`src/hw/rtl/pcm_linear_interp_resampler_macros.svh`:
```
// Assertion helpers used by the resampler RTL.
`ifndef PCM_LINEAR_INTERP_RESAMPLER_MACROS_SVH
`define PCM_LINEAR_INTERP_RESAMPLER_MACROS_SVH

// Check a property on every rising clock edge outside reset.
`define PCMLI_ASSERT(lbl, clk, rst, prop, msg) \
  lbl: assert property (@(posedge clk) disable iff (rst) prop) else $error(msg);

// Check that a condition never holds outside reset.
`define PCMLI_NEVER(lbl, clk, rst, cond, msg) \
  lbl: assert property (@(posedge clk) disable iff (rst) !(cond)) else $error(msg);

`endif

```
`src/hw/rtl/pcmli_pkg.sv`:
```
package pcmli_pkg;

  // Configuration register indexes
  localparam logic [1:0] REG_SIXTEEN_BIT = 2'd0;
  localparam logic [1:0] REG_STEREO      = 2'd1;
  localparam logic [1:0] REG_RATE_STEP   = 2'd2;

  // Step limits and one source frame, unsigned 3.16
  localparam logic [18:0] STEP_MIN   = 19'd2048;
  localparam logic [18:0] STEP_MAX   = 19'd262144;
  localparam logic [18:0] STEP_RESET = 19'd65536;
  localparam logic [18:0] ONE_FRAME  = 19'd65536;

  // Fraction is consumed as four 4-bit digits, low digit first
  localparam int DIGIT_W     = 4;
  localparam int FRAC_DIGITS = 4;

  // Signed 16-bit output limits, sign-extended to the 19-bit interpolator total
  localparam logic signed [18:0] SAMPLE_MAX = 19'sd32767;
  localparam logic signed [18:0] SAMPLE_MIN = -19'sd32768;

  typedef enum logic [2:0] {
    S_IDLE,
    S_CHECK,
    S_MUL,
    S_OUT,
    S_MARK
  } state_t;

endpackage

```
`src/hw/rtl/pcmli_interp.sv`:
```
module pcmli_interp
  import pcmli_pkg::*;
(
  input  logic               clk,
  input  logic               load,
  input  logic               adv,
  input  logic signed [15:0] s0_in,
  input  logic signed [15:0] s1_in,
  input  logic [15:0]        frac,
  output logic signed [15:0] sample
);

  logic signed [15:0] s0;
  logic signed [16:0] diff;
  logic [15:0]        frac_sr;
  logic signed [17:0] acc;

  logic signed [21:0] prod;
  logic signed [21:0] sum;
  logic signed [18:0] total;

  // Multiply the difference by one fraction digit and fold into the accumulator
  assign prod = $signed({{5{diff[16]}}, diff}) * $signed({18'd0, frac_sr[DIGIT_W-1:0]});
  assign sum  = {{4{acc[17]}}, acc} + prod;

  // Latch the operands, then shift one digit per cycle under adv; the accumulator keeps the floor
  always_ff @(posedge clk) begin
    if (load) begin
      s0      <= s0_in;
      diff    <= {s1_in[15], s1_in} - {s0_in[15], s0_in};
      frac_sr <= frac;
      acc     <= '0;
    end else if (adv) begin
      acc     <= sum[21:4];
      frac_sr <= frac_sr >> DIGIT_W;
    end
  end

  // Add the scaled difference to the older sample and clamp to 16 bits
  assign total = {{3{s0[15]}}, s0} + {acc[17], acc};

  always_comb begin
    if (total > SAMPLE_MAX) begin
      sample = SAMPLE_MAX[15:0];
    end else if (total < SAMPLE_MIN) begin
      sample = SAMPLE_MIN[15:0];
    end else begin
      sample = total[15:0];
    end
  end

endmodule

```
`src/hw/rtl/pcm_linear_interp_resampler.sv`:
```
// Channel  | Direction | Transfer carries
// s_*      | in        | tdata = left_raw, right_raw; tlast = last_frame
// m_*      | out       | tdata = left_out, right_out; tuser = has_frame; tlast = end_of_stream
// cfg_*    | in        | register index and value, one write per cycle with cfg_we
//
// Each output frame takes a position check, the digit-serial multiply (one 4-bit
// fraction digit per cycle) and a step that loads the output register. An input frame
// that follows a held one takes its accept step, those steps per output frame and a check
// closing its interval; the last one adds a tail check, and a mark step for a bare end mark.
// s_tready is high only between frames; the output register lets the next frame be
// accepted while the last result waits. A stalled m_tready holds the sequencer in its
// output step. Synchronous reset clears position and held frame, and sets register defaults.
`include "pcm_linear_interp_resampler_macros.svh"

module pcm_linear_interp_resampler
  import pcmli_pkg::*;
(
  input  logic        clk,
  input  logic        rst,
  input  logic        s_tvalid,
  output logic        s_tready,
  input  logic [31:0] s_tdata,   // [15:0] left_raw, [31:16] right_raw
  input  logic        s_tlast,
  output logic        m_tvalid,
  input  logic        m_tready,
  output logic [31:0] m_tdata,   // [15:0] left_out, [31:16] right_out
  output logic [0:0]  m_tuser,   // [0] has_frame
  output logic        m_tlast,
  input  logic        cfg_we,
  input  logic [1:0]  cfg_index,
  input  logic [18:0] cfg_data
);

  state_t state;
  state_t state_next;

  logic        sixteen_bit;
  logic        stereo;
  logic [18:0] rate_step;

  logic [18:0] pos;
  logic        have_prev;
  logic        last_r;
  logic        tail;
  logic        any_out;
  logic [1:0]  cnt;

  logic signed [15:0] prev_left;
  logic signed [15:0] prev_right;
  logic signed [15:0] cur_left;
  logic signed [15:0] cur_right;

  logic signed [15:0] dec_left;
  logic signed [15:0] dec_right;
  logic signed [15:0] left_sample;
  logic signed [15:0] right_sample;
  logic [18:0]        step_clamped;
  logic [18:0]        pos_step;
  logic               in_span;
  logic               end_flag;

  logic accept;
  logic out_load;
  logic unit_load;
  logic unit_adv;

  // Decode raw samples: 8-bit unsigned becomes (b - 128) << 8
  always_comb begin
    if (sixteen_bit) begin
      dec_left  = s_tdata[15:0];
      dec_right = s_tdata[31:16];
    end else begin
      dec_left  = {~s_tdata[7], s_tdata[6:0], 8'h00};
      dec_right = {~s_tdata[23], s_tdata[22:16], 8'h00};
    end
    if (!stereo) begin
      dec_right = dec_left;
    end
  end

  // Clamp the step value on write
  always_comb begin
    step_clamped = cfg_data;
    if (cfg_data < STEP_MIN) begin
      step_clamped = STEP_MIN;
    end else if (cfg_data > STEP_MAX) begin
      step_clamped = STEP_MAX;
    end
  end

  assign accept   = s_tvalid && s_tready;
  assign in_span  = (pos[18:16] == 3'd0);
  assign pos_step = pos + rate_step;

  // Flag the last frame of the stream: the tail ends, or an empty tail follows
  assign end_flag = last_r && (tail ? (pos_step[18:16] != 3'd0) : (pos_step[18:17] != 2'd0));

  // Sequencer outputs
  always_comb begin
    s_tready  = (state == S_IDLE);
    unit_load = (state == S_CHECK) && in_span;
    unit_adv  = (state == S_MUL);
    out_load  = ((state == S_OUT) || (state == S_MARK)) && (!m_tvalid || m_tready);
  end

  // Sequencer next state
  always_comb begin
    state_next = state;
    case (state)
      S_IDLE: begin
        if (accept && (have_prev || s_tlast)) begin
          state_next = S_CHECK;
        end
      end
      S_CHECK: begin
        if (in_span) begin
          state_next = S_MUL;
        end else if (!tail) begin
          state_next = last_r ? S_CHECK : S_IDLE;
        end else begin
          state_next = any_out ? S_IDLE : S_MARK;
        end
      end
      S_MUL: begin
        if (cnt == 2'(FRAC_DIGITS - 1)) begin
          state_next = S_OUT;
        end
      end
      S_OUT: begin
        if (out_load) begin
          state_next = S_CHECK;
        end
      end
      S_MARK: begin
        if (out_load) begin
          state_next = S_IDLE;
        end
      end
      default: begin
        state_next = S_IDLE;
      end
    endcase
  end

  // Control state, position and configuration registers
  always_ff @(posedge clk) begin
    if (rst) begin
      state       <= S_IDLE;
      sixteen_bit <= 1'b1;
      stereo      <= 1'b1;
      rate_step   <= STEP_RESET;
      pos         <= '0;
      have_prev   <= 1'b0;
      last_r      <= 1'b0;
      tail        <= 1'b0;
      any_out     <= 1'b0;
      cnt         <= '0;
      m_tvalid    <= 1'b0;
    end else begin
      state <= state_next;

      // Take configuration writes; unknown indexes drop
      if (cfg_we) begin
        case (cfg_index)
          REG_SIXTEEN_BIT: sixteen_bit <= cfg_data[0];
          REG_STEREO:      stereo      <= cfg_data[0];
          REG_RATE_STEP:   rate_step   <= step_clamped;
          default: ;
        endcase
      end

      // Output register valid: set on load, clear on transfer
      if (out_load) begin
        m_tvalid <= 1'b1;
      end else if (m_tvalid && m_tready) begin
        m_tvalid <= 1'b0;
      end

      case (state)
        S_IDLE: begin
          if (accept) begin
            last_r  <= s_tlast;
            any_out <= 1'b0;
            if (have_prev) begin
              tail <= 1'b0;
            end else begin
              have_prev <= 1'b1;
              tail      <= 1'b1;
            end
          end
        end
        S_CHECK: begin
          if (in_span) begin
            cnt <= '0;
          end else if (!tail) begin
            pos  <= pos - ONE_FRAME;
            tail <= 1'b1;
          end else if (any_out) begin
            pos       <= '0;
            have_prev <= 1'b0;
          end
        end
        S_MUL: begin
          cnt <= cnt + 2'd1;
        end
        S_OUT: begin
          if (out_load) begin
            pos     <= pos_step;
            any_out <= 1'b1;
          end
        end
        S_MARK: begin
          if (out_load) begin
            pos       <= '0;
            have_prev <= 1'b0;
          end
        end
        default: ;
      endcase
    end
  end

  // Held frames and output payload
  always_ff @(posedge clk) begin
    if (accept) begin
      cur_left  <= dec_left;
      cur_right <= dec_right;
      if (!have_prev) begin
        prev_left  <= dec_left;
        prev_right <= dec_right;
      end
    end
    // Advance the held frame once its interval is used up
    if ((state == S_CHECK) && !in_span && !tail) begin
      prev_left  <= cur_left;
      prev_right <= cur_right;
    end
    if (out_load) begin
      if (state == S_MARK) begin
        m_tdata <= '0;
        m_tuser <= 1'b0;
        m_tlast <= 1'b1;
      end else begin
        m_tdata <= {right_sample, left_sample};
        m_tuser <= 1'b1;
        m_tlast <= end_flag;
      end
    end
  end

  pcmli_interp u_interp_left (
    .clk    (clk),
    .load   (unit_load),
    .adv    (unit_adv),
    .s0_in  (prev_left),
    .s1_in  (cur_left),
    .frac   ({pos[15:1], 1'b0}),
    .sample (left_sample)
  );

  pcmli_interp u_interp_right (
    .clk    (clk),
    .load   (unit_load),
    .adv    (unit_adv),
    .s0_in  (prev_right),
    .s1_in  (cur_right),
    .frac   ({pos[15:1], 1'b0}),
    .sample (right_sample)
  );

  `PCMLI_ASSERT(a_mul_in_span, clk, rst, (state == S_MUL) |-> in_span, "multiply out of span")
  `PCMLI_ASSERT(a_empty_pos_zero, clk, rst, !have_prev |-> (pos == '0), "stray position")
  `PCMLI_ASSERT(a_step, clk, rst, rate_step >= STEP_MIN && rate_step <= STEP_MAX, "bad step")
  `PCMLI_NEVER(a_marker_ends, clk, rst, m_tvalid && !m_tuser[0] && !m_tlast, "end mark missing")

endmodule

```
`config.mk`:
```
export PLATFORM = sky130hd
export DESIGN_NAME = pcm_linear_interp_resampler
export DESIGN_NICKNAME = d
export VERILOG_FILES = /design/src/hw/rtl/pcmli_pkg.sv /design/src/hw/rtl/pcmli_interp.sv /design/src/hw/rtl/pcm_linear_interp_resampler.sv
export VERILOG_INCLUDE_DIRS = /design/src /design/src/hw/rtl
export SDC_FILE = /design/constraint.sdc
export NUM_CORES = 1
export LEC_CHECK = 0
export BUFFER_PORTS_ARGS = -buffer_cell sky130_fd_sc_hd__clkbuf_2
export CAP_MARGIN = 15
export CORE_AREA = 2 2 217 219
export DETAILED_ROUTE_END_ITERATION = 8
export DIE_AREA = 0 0 219 221
export HOLD_SLACK_MARGIN = 0.02
export SYNTH_ARGS = -nofsm -noshare
export SYNTH_HDL_FRONTEND = slang
export SYNTH_SLANG_ARGS = --single-unit
```
`constraint.sdc`:
```
create_clock -name clk -period 5.05 [get_ports clk]
set_clock_uncertainty 0.1 [all_clocks]
set_input_delay 0.505 -clock clk [delete_from_list [all_inputs] [get_ports clk]]
set_output_delay 0.505 -clock clk [all_outputs]
set_load 0.05 [all_outputs]
```
### Word-level counts from Yosys, hierarchy flattened

Index checks and enable logic that the tools add are counted.

| word-level totals | value |
|---|---|
| bits of input ports | 59 |
| logic and storage cells | 160 |
| flip-flop bits (word level) | 282 |

| operators by class | value |
|---|---|
| $mul | 2 |
| reductions and logical operators | 40 |
| equality and inequality tests | 18 |
| add/subtract/negate cells | 9 |
| bitwise operators | 2 |
| muxes and demuxes | 53 |
| magnitude comparators | 6 |

Operator list:

| operator | number |
|---|---|
| $mux W16 | 15 |
| $mux W19 | 7 |
| $pmux W19 S3 | 1 |
| $add A22 B22 Y22 | 2 |
| $mul A17 B5 Y22 | 2 |
| $add A16 B18 Y19 | 2 |
| $gt A19 B16 Y1 const B | 2 |
| $lt A19 B16 Y1 const B | 2 |
| $sub A16 B16 Y17 | 2 |
| $mux W15 | 2 |
| $mux W3 | 7 |
| $add A19 B19 Y19 | 1 |
| $gt A19 B19 Y1 const B | 1 |
| $lt A19 B12 Y1 const B | 1 |
| $sub A19 B17 Y19 const B | 1 |
| $mux W1 | 15 |
| $pmux W3 S5 | 1 |
| $ne A2 B2 Y1 const B | 7 |
| $reduce_bool A2 Y1 | 7 |
| $reduce_and A2 Y1 | 6 |
| $reduce_bool A3 Y1 | 3 |
| $logic_and A1 B1 Y1 | 8 |
| $eq A3 B2 Y1 const B | 2 |
| $logic_not A3 Y1 | 2 |
| other kinds (20) | 31 |

### Longest topological paths before layout

Gate-level depths: netlist of run 1.

| depth | value |
|---|---|
| depth after elaboration | 6 |
| gate-level depth with buffers | 19 |

### By module

A second synthesis of run 1 with hierarchy kept.

| unflattened totals | value |
|---|---|
| cell total of the unflattened synthesis | 2094 |
| area total of the unflattened synthesis | 21244.1 um^2 |

By module, submodules not included:

| module | area each (um^2) | times used | cells each | sequential area each (um^2) |
|---|---|---|---|---|
| pcm_linear_interp_resampler | 7169.4 | 1 | 607 | 3943.8 |
| pcmli_interp (u_interp_left) | 7061.8 | 1 | 726 | 1831.8 |
| pcmli_interp (u_interp_right) | 7013.0 | 1 | 761 | 1831.8 |

### Worst setup path after synthesis of run 1

OpenSTA, ideal clock, no wires.

| path | value |
|---|---|
| path type | reg-to-reg |
| start | register u_interp_right.frac_sr[1] (netlist name) |
| end | register u_interp_left.acc[11] |
| setup slack | 0.597 ns |
| period minus slack after synthesis | 4.453 ns |
| stages on the path, launching flop included | 16 |
| data arrival time | 4.201 ns |
| library setup time | 0.153 ns |
| cells stage by stage | edfxtp_1 clkbuf_1 nand2_1 fa_1 fa_1 fa_1 inv_1 ha_1 a311o_1 a2111oi_4 o21ai_1 a21oi_1 o21bai_1 o31ai_2 xor2_1 o22ai_1 |

RTL lines:

| what | RTL line | RTL |
|---|---|---|
| to (signal assigned) | pcmli_interp.sv:34 | `acc <= sum[21:4];` |
| to (decl) | pcmli_interp.sv:16 | `logic signed [17:0] acc;` |

==> metrics, run 1 <==
Core Area=46060 µm²; H-tree depth=1; Yosys warnings=0; largest net degree at the start of global routing=48; share of cells above drive strength 1=0.1130; Clock Power Share=0.212; Setup Crit Path Kind=flip-flop to flip-flop; detailed-route via count=13.76k; worst flop-to-flop path startpoint=u_interp_right.frac_sr[1]; Sw Ratio=0.4036; outcome=finished, final reports clean; 1st-iter DRT viols=676; Req. time, crit path=5390 ps; Worst-Skew Late Latency=580 ps; Final Wtd Congestion=0.8375; Yosys top cell by area=edfxtp_1; drt pass-1 iters=5; PwrDens=533.8 nW/µm²; clk root buf=clkbuf_16; maximum vdd drop=279.6 µV; fin. max-slew vios=0; Initial Utilization=0.4156; clk slew on worst S/H paths=60 ps; Critical Path Fanout Max=34; Final Cycle Share=0.9192; DIE AREA=48400 µm²; Max-slew headroom=0.3222; CTS tree=done; setup bufs post-CTS=0; max frequency=215.4 MHz; Post-Syn Nets=2249; CTS buffer count=31; number of synthesized flops with an enable pin=179; ANT nets after route=0; Hold Buf Count CTS=0; GRT Overall Usage=0.1865; die span in x=219 µm; DRC Markers=0; most frequent cell after synthesis=inv_1; asr flop ratio synth=0; Port Buf Inserts=94; post-CTS sizing=0; worst-margin pin slew=1017 ps; Cells after Synth=1914; Netlist Area Pre-Place=19140 µm²; LEAKAGE=0.009417 µW; chip height=221 µm; logic gate share of total power=0.524; hold path startpoint=cfg_data[16]; kind of end point of the critical path=flip-flop; nature of the critical path startpoint=flip-flop; hpwl dp=34.75 mm; flip-flop and latch count after synthesis=266; Max Root-Sink Buffers=3; row cnt=79; Synth Flop Type=edfxtp_1; top-area cell type share of the netlist area=0.2808; total grt overflow=0; Internal=6848 µW; via/cell ratio=5.207; Max Cap Viol=0; # clock sinks=266; Avg Synthesized Cell Area=10.00 µm²; vias in the first global route=13.74k; synth top area cells=edfxtp_1 (28%), fa_1 (11%), ha_1 (11%); Routed Wire Length=44.30 mm; first-pass GRT wire length=72.45 mm; Area Overhead vs Synth=12.35%; Hold Vio Cnt, Final=0; Pwr Total=11480 µW; initial antenna violation count=3; average routed wire per standard cell=16.76 µm; final worst path period need=4642 ps; critical path arrival=4980 ps; Tightest Hold Check Type=input port to flip-flop; Netlist cell types=72; Setup TNS=0 ps; register share of total power=0.264; Inserted Diodes=0; Final nets=2347; I/O Pins=95; RSZ-0062 raised after global routing=false; Final setup viols=0; net switching power figure=4633 µW; Crit. Startpoint=u_interp_right.frac_sr[1]; synth cell count leaders=inv_1 (256), edfxtp_1 (179), ha_1 (169); sequential fraction of the synthesis area=0.3717
==> metal layers <==
metal  up-vias  wire, µm  GRT usage  part of all wire
met5         -         0          0                 0
met4         0      1073    0.04926             0.024
met3        59      2154    0.02612             0.049
met2       278     19800     0.2982              0.45
met1      6596     21280     0.2650              0.48
li1       6830         -          -                 -
==> final cells by class <==
| type | instances | area (µm²) |
|---|---|---|
| clock buffers | 35 | 790.8 |
| clock inverters | 22 | 310.3 |
| fillers | 4373 | 24550 |
| inverters | 256 | 962.2 |
| multi-input cells | 1339 | 10870 |
| flip-flops and latches | 266 | 7117 |
| well taps | 607 | 759.5 |
| repair buffers | 118 | 695.7 |
==> layout by cell type (no fill, tap or decap), types with 6 or more instances in the layout <==
cell	instances
inv_1	255
edfxtp_1	179
ha_1	169
nand2_1	137
nor2_1	125
fa_1	107
a21oi_1	101
and2_1	100
clkbuf_2	94
dfxtp_1	87
o21ai_0	82
xnor2_1	63
mux2_2	39
xor2_1	33
clkbuf_16	31
nor3_1	29
nand3_1	28
a21o_1	27
nor2b_1	26
a22oi_1	26
buf_4	21
nand2b_1	20
o21a_1	19
a211oi_1	18
mux2i_1	18
o22ai_1	17
and3_1	12
a22o_1	11
a31oi_1	11
or3_1	10
a2111oi_0	9
nor4_1	9
clkinv_2	8
o31ai_1	8
bufinv_16	7
o211ai_1	6
nor3b_1	6
o21bai_1	6
==> worst paths after layout <==
path,to,slack [ps],cells after the start
setup / recovery,u_interp_left.acc[15],410,15
hold / removal,rate_step[16],70,2
setup reg to reg,u_interp_left.acc[15],410,15
hold reg to reg,u_interp_left.s0[11],350,0
==> worst max-delay path: stages (launching register included) <==
cell and delay [ps]:
edfxtp_1 370, buf_12 210, nand2_1 100, fa_1 560
fa_1 450, fa_1 540, inv_1 50, ha_1 220
a311o_1 400, a2111oi_4 420, o21bai_2 170, a2111oi_4 330
nor2_1 120, a21oi_1 200, xor2_1 170, o21ai_0 90
==> power groups by stage <==
stage	Sequential (µW)	Combinational (µW)	Clock (µW)
floorplan	3000	4800	0
global placement	3070	5880	0
detailed placement	3080	6010	0
CTS	3030	6060	2490
global route	3070	6960	2570
finish	3030	6020	2430
==> flip-flops by register name, indices dropped and copies added, names as in the netlist, 16 cells and up <==
name	count
cur_left	16
cur_right	16
m_tdata	32
pos	19
prev_left	16
prev_right	16
rate_step	19
u_interp_left.acc	18
u_interp_left.diff	17
u_interp_left.s0	16
u_interp_right.acc	18
u_interp_right.diff	17
u_interp_right.frac_sr	16
u_interp_right.s0	16
==> metrics by stage <==
stage | cell area (µm²) | utilization | setup slack (ps) | instances | hold slack, ps
final | 21510 | 0.4670 | 408.0 | 2643 | 67.75
after global routing | 21510 | 0.4670 | 45.98 | 2643 | 70.49
after global placement | 20380 | 0.4424 | 481.0 | 2585 | 332.2
after CTS | 21480 | 0.4663 | 346.5 | 2642 | 45.90
after detailed placement | 20380 | 0.4424 | 363.5 | 2585 | 334.8
after floorplan | 19140 | - | 596.9 | 1914 | 308.1
==> kinds of logic after synthesis <==
group           count (synthesis)  synth area share
compound gates                394            0.1368
xor+xnor                       96           0.04392
fa+ha+maj                     276            0.2223
buf+inv                       309           0.06130
flops                         266            0.3717
mux                            57           0.03235
simple gates                  516            0.1316
Note: power is estimated with default switching activity, not from simulation.
==> inputs of run 2 (changes only) <==
--- a/constraint.sdc
+++ b/constraint.sdc
@@ -3,3 +3,3 @@
 set_input_delay 0.505 -clock clk [delete_from_list [all_inputs] [get_ports clk]]
 set_output_delay 0.505 -clock clk [all_outputs]
-set_load 0.05 [all_outputs]
+set_load 0.1 [all_outputs]
==> run 2 against run 1 <==
  * Clock-buffer cell count shrank 1
  * Global-route usage shrank 0.14 points
  * Flip-flop and latch count is the same
  * Sequential power is essentially flat
  * Non-clock buffer count shrank 3
  * Total power shrank 0.47%
  * Wire length is essentially flat
  * Cell count shrank 0.15%
  * Sequential share of layout area grew 0.14 points
  * Worst setup slack lost 96 ps
  * Critical endpoint is now u_interp_right.acc[17]
  * Largest power group unchanged
==> metrics, run 2 (synthesized netlist as in run 1, its figures left out) <==
outcome=finished, final reports clean; DRC Markers=0; biggest registers after layout=m_tdata x32, pos x19, rate_step x19; Final nets=2343; total grt overflow=0; PwrDens=533.5 nW/µm²; Final Util=0.4650; CTS tree=done; worst-margin pin slew=1129 ps; Reg with most FFs=m_tdata; Pwr Total=11430 µW; RSZ-0062 raised after global routing=false; Core Area=46060 µm²; kind of end point of the critical path=flip-flop; fin. max-slew vios=0; I/O Pins=95; 1st-iter DRT viols=706; chip height=221 µm; Buf/Inv on CP=2; row cnt=79; first-pass GRT wire length=72.11 mm; average routed wire per standard cell=16.79 µm; Max Root-Sink Buffers=3; Area Overhead vs Synth=11.88%; Setup Crit Path Kind=flip-flop to flip-flop; r2r endpoint=u_interp_right.acc[17]; commonest non-fill, non-tap cell in the layout=inv_1; Final setup viols=0; Max Cap Viol=0; Routed Wire Length=44.32 mm; max frequency=211.1 MHz; post-route worst setup slack=311.9 ps; maximum vdd drop=269.3 µV; Tightest Hold Check Type=input port to flip-flop; post-CTS sizing=0; LEAKAGE=0.009375 µW; worst reg2reg path depth=16; final worst path period need=4738 ps; Critical Path Fanout Max=34; die span in x=219 µm; worst path cell trace=buf_12, nand2_1, fa_1, fa_1, fa_1, inv_1, ha_1, a21o_1, a21o_1, o21ai_0, a21oi_1, o2111ai_1, a21oi_1, a311oi_1, xnor2_1, a21oi_1; DIE AREA=48400 µm²; nature of the critical path startpoint=flip-flop; Port Buf Inserts=94; worst flop-to-flop path startpoint=u_interp_right.frac_sr[1]; GRT Overall Usage=0.1851; vias in the first global route=13.83k; Min-Delay Path Depth=2; Hold Vio Cnt, Final=0; Setup TNS=0 ps; via/cell ratio=5.216; ANT nets after route=0; share of cells above drive strength 1=0.1102; Req. time, crit path=5390 ps; hpwl dp=34.39 mm; critical path arrival=5080 ps; Final Wtd Congestion=0.8698; H-tree depth=1; clk slew on worst S/H paths=60 ps; initial antenna violation count=1; Critical Path Max Stage Delay=550 ps; max FFs per register=32; Place WS=305.5 ps; Worst-Skew Late Latency=580 ps; critical path's slowest cell=fa_1; hold path startpoint=cfg_data[16]; Final Cycle Share=0.9382; Top delay family on crit path=adder cells; clk root buf=clkbuf_16; largest net degree at the start of global routing=87; Hold Path Sink=rate_step[16]; WHS=82.66 ps; detailed-route via count=13.76k; drt pass-1 iters=5; # clock sinks=266; Initial Utilization=0.4156; commonest cells after routing, fill and taps aside=inv_1 (255), edfxtp_1 (179), ha_1 (169); Inserted Diodes=0; Max-slew headroom=0.2463; flop2flop setup slack=310 ps; CTS buffer count=30
-- run 2: changes by cell type in the layout (fill, tap and decap cells not counted), moves of 2 or more --
cell,previous run,this run
bufinv_16,7,5
clkbuf_1,4,1
clkinv_1,0,5
buf_4,21,18
clkbuf_8,0,2
clkinvlp_4,4,2
-- run 2: cell type report --
type                       count  area (µm²)
sequential                   266        7117
fill                        4419       24640
multi-input combinational   1339       10880
timing repair buffer         115       653.1
clock inverter                22       245.2
inverter                     256       962.2
clock buffer                  34       807.0
tap                          607       759.5
-- run 2: report_power, final --
part           internal [µW]  switching (µW)
Sequential              2780             251
Combinational           2580            3490
Clock                   1400             925
-- run 2: repair_timing --
action | in CTS | in global routing
setup buffers | 0 | 1
setup endpoints to repair | 0 | 1
hold buffers | 0 | 0
-- run 2: layer usage --
layer | GRT usage | vias to the layer above | part of all wire
met5 | 0 | - | 0
met4 | 0.04730 | 0 | 0.024
met3 | 0.01801 | 63 | 0.042
met2 | 0.3026 | 288 | 0.45
met1 | 0.2630 | 6595 | 0.48
li1 | - | 6818 | -
-- run 2: worst max path at each step --
stage,from,to,depth (start not counted)
floorplan,u_interp_right.frac_sr[1],u_interp_left.acc[11],15
global placement,u_interp_right.frac_sr[2],u_interp_right.acc[17],16
detailed placement,u_interp_right.frac_sr[2],u_interp_right.acc[17],16
CTS,u_interp_right.frac_sr[2],u_interp_right.acc[17],16
global route,u_interp_right.frac_sr[3],u_interp_right.acc[17],16
finish,u_interp_right.frac_sr[1],u_interp_right.acc[17],16
-- run 2: per-stage QoR --
step / cell area [µm²] / std cells
global route: 21420 / 2639
finish: 21420 / 2639
floorplan: 19150 / 1914
global placement: 20360 / 2582
CTS: 21410 / 2638
detailed placement: 20360 / 2582
==> inputs of run 3 (changes only) <==
ABC_AREA = 1   (was default)
CORE_AREA = 2 2 228 230   (was 2 2 217 219)
DIE_AREA = 0 0 230 232   (was 0 0 219 221)
==> run 3 against run 2 <==
  * Wire length increased by 20%
  * Sequential share of layout area decreased by 2.8 points
  * Critical path depth rose by 1
  * Via count rose by 26%
  * Hold slack gained 6.4 ps
  * Cell area is 9.2% higher
  * Worst setup slack improved by 170 ps
  * Synthesized area rose by 11%
  * Utilization decreased by 0.54 points
  * Critical path type unchanged
==> metrics, run 3 <==
GRT Overall Usage=0.2015; Netlist Area Pre-Place=21160 µm²; Tightest Hold Check Type=input port to flip-flop; clk slew on worst S/H paths=60 ps; Setup TNS=0 ps; worst flop-to-flop path startpoint=u_interp_right.frac_sr[1]; Avg Synthesized Cell Area=7.896 µm²; CTS tree=done; detailed-route via count=17.38k; Placed Instances=3411; largest net degree at the start of global routing=56; RSZ-0062 raised after global routing=false; kind of end point of the critical path=flip-flop; Final nets=3099; H-tree depth=1; ANT nets after route=0; Final setup viols=0; Core Area=50890 µm²; Post-Syn Nets=3015; critical path arrival=4940 ps; final worst path period need=4570 ps; Reg with most FFs=m_tdata; max FFs per register=32; Max-slew headroom=0.2908; Setup Crit Path Kind=flip-flop to flip-flop; Cells after Synth=2680; Max Root-Sink Buffers=3; Req. time, crit path=5420 ps; initial antenna violation count=0; most frequent cell after synthesis=nand2_1; flop2flop setup slack=480 ps; drt pass-1 iters=5; outcome=finished, final reports clean; mux cell area share after synthesis=0.007450; Final Wtd Congestion=0.9284; non-filler cells, final=3468; Crit. Startpoint=u_interp_right.frac_sr[1]; r2r endpoint=u_interp_left.acc[16]; CTS buffer count=31; Post-Synth Adder-Cell Area=0.2011; synth top area cells=edfxtp_1 (25%), nand2_1 (11%), fa_1 (10%); vias in the first global route=16.88k; Yosys top cell by area=edfxtp_1; hpwl dp=42.18 mm; nature of the critical path startpoint=flip-flop; number of synthesized flops with an enable pin=179; biggest registers after layout=m_tdata x32, pos x19, rate_step x19; area share of xor/xnor cells in the synthesized design=0.02939; 1st-iter DRT viols=1082; # clock sinks=266; worst reg2reg path depth=17; Compound-Gate Fraction of Synth Area=0.09448; commonest non-fill, non-tap cell in the layout=nand2_1; max frequency=218.8 MHz; worst-margin pin slew=1053 ps; DIE AREA=53360 µm²; Hold Vio Cnt, Final=0; row cnt=83; chip height=232 µm; synth cell count leaders=nand2_1 (637), inv_1 (525), nor2_1 (185); total grt overflow=0; top-area cell type share of the netlist area=0.2540; via/cell ratio=5.010; Final Cycle Share=0.9049; FILL cells=5106; flip-flop and latch count after synthesis=266; die span in x=230 µm; Netlist cell types=56; sequential fraction of the synthesis area=0.3363; Yosys warnings=0; Initial Utilization=0.4159; setup bufs post-CTS=0; Inserted Diodes=0; asr flop ratio synth=0; fin. max-slew vios=0; Synth Flop Type=edfxtp_1; DRC Markers=0; Simple-Gate Fraction of Synth Area=0.2234; clk root buf=clkbuf_16; Max Cap Viol=0; Area Overhead vs Synth=10.52%; Routed Wire Length=53.35 mm; Worst-Skew Late Latency=580 ps; share of cells above drive strength 1=0.08680; Final Util=0.4596; crit path to=u_interp_left.acc[16]; Port Buf Inserts=94; post-CTS sizing=0; Hold Buf Count CTS=0; commonest cells after routing, fill and taps aside=nand2_1 (637), inv_1 (524), nor2_1 (184); Critical Path Fanout Max=21; I/O Pins=95; average routed wire per standard cell=15.38 µm; first-pass GRT wire length=86.80 mm; main combinational cell family by area after synthesis=simple AND/OR/NAND/NOR gates
## run 3: cell types whose count changed in the layout (fill, tap and decap cells not counted), moves of 59 or more
cell,before,now
and2_1,100,3
nor2_1,125,184
nand3_1,28,168
inv_1,255,524
nand2_1,137,637
a21oi_1,102,181
## run 3: worst min-delay path by stage
stage | from | to | slack, ps | cells past startpoint
6_report | cfg_data[11] | rate_step[11] | 90 | 3
5_1_grt | cfg_data[16] | rate_step[16] | 90 | 3
4_1_cts | cfg_data[14] | rate_step[14] | 60 | 3
3_5_place_dp | prev_left[11] | u_interp_left.s0[11] | 340 | 0
3_3_place_gp | prev_left[9] | u_interp_left.s0[9] | 330 | 0
2_1_floorplan | prev_left[10] | u_interp_left.s0[10] | 330 | 0
## run 3: logic make-up (layout without fill, tap and decap cells)
group / Yosys count / after routing
AND/OR/NAND/NOR: 1102 / 1102
buffers and inverters: 590 / 698
AO/OA/AOI/OAI: 361 / 361
adder cells (fa/ha/maj): 276 / 276
flip-flops: 266 / 266
XOR/XNOR: 71 / 71
multiplexers: 14 / 14
## run 3: final cells by class
type | count | area (µm²) | area share
multi-input cells | 1824 | 11780 | 0.5037
flip-flops and latches | 266 | 7117 | 0.3043
inverters | 532 | 2001 | 0.08554
well taps | 680 | 850.8 | 0.03638
clock buffers | 37 | 829.5 | 0.03547
repair buffers | 109 | 595.6 | 0.02547
clock inverters | 20 | 214.0 | 0.009148
## run 3: stage by stage
step / area, µm² / hold slack [ps] / setup slack [ps]
after floorplan: 21160 / 326.4 / 756.5
after global placement: 22340 / 332.3 / 529.7
after detailed placement: 22340 / 338.6 / 492.9
after CTS: 23390 / 61.12 / 484.9
after global routing: 23390 / 90.97 / 201.0
final: 23390 / 89.08 / 480.1
## run 3: layer usage
metal	track usage	part of all wire	up-vias	routed length (µm)
li1	-	-	8750	-
met5	0	0	-	0
met1	0.2866	0.48	8120	25880
met4	0.04718	0.020	0	1075
met2	0.3278	0.44	430	23660
met3	0.02382	0.051	75	2745
## run 3: worst max-delay path, cell delays in order, from the launching register on
cell	delay, ps
edfxtp_1	910
nand2_1	180
fa_1	580
inv_1	50
fa_1	490
inv_1	60
fa_1	530
inv_1	40
ha_1	380
nand2_1	140
nor2_1	190
inv_1	100
nor3_1	130
nand3_1	180
nand4_1	150
nand3_1	80
o211ai_1	110
inv_1	50
Power of run 3 is left out: the tool's default activity adds up to more than one toggle a clock period on the data nets, which glitch-free logic cannot reach.
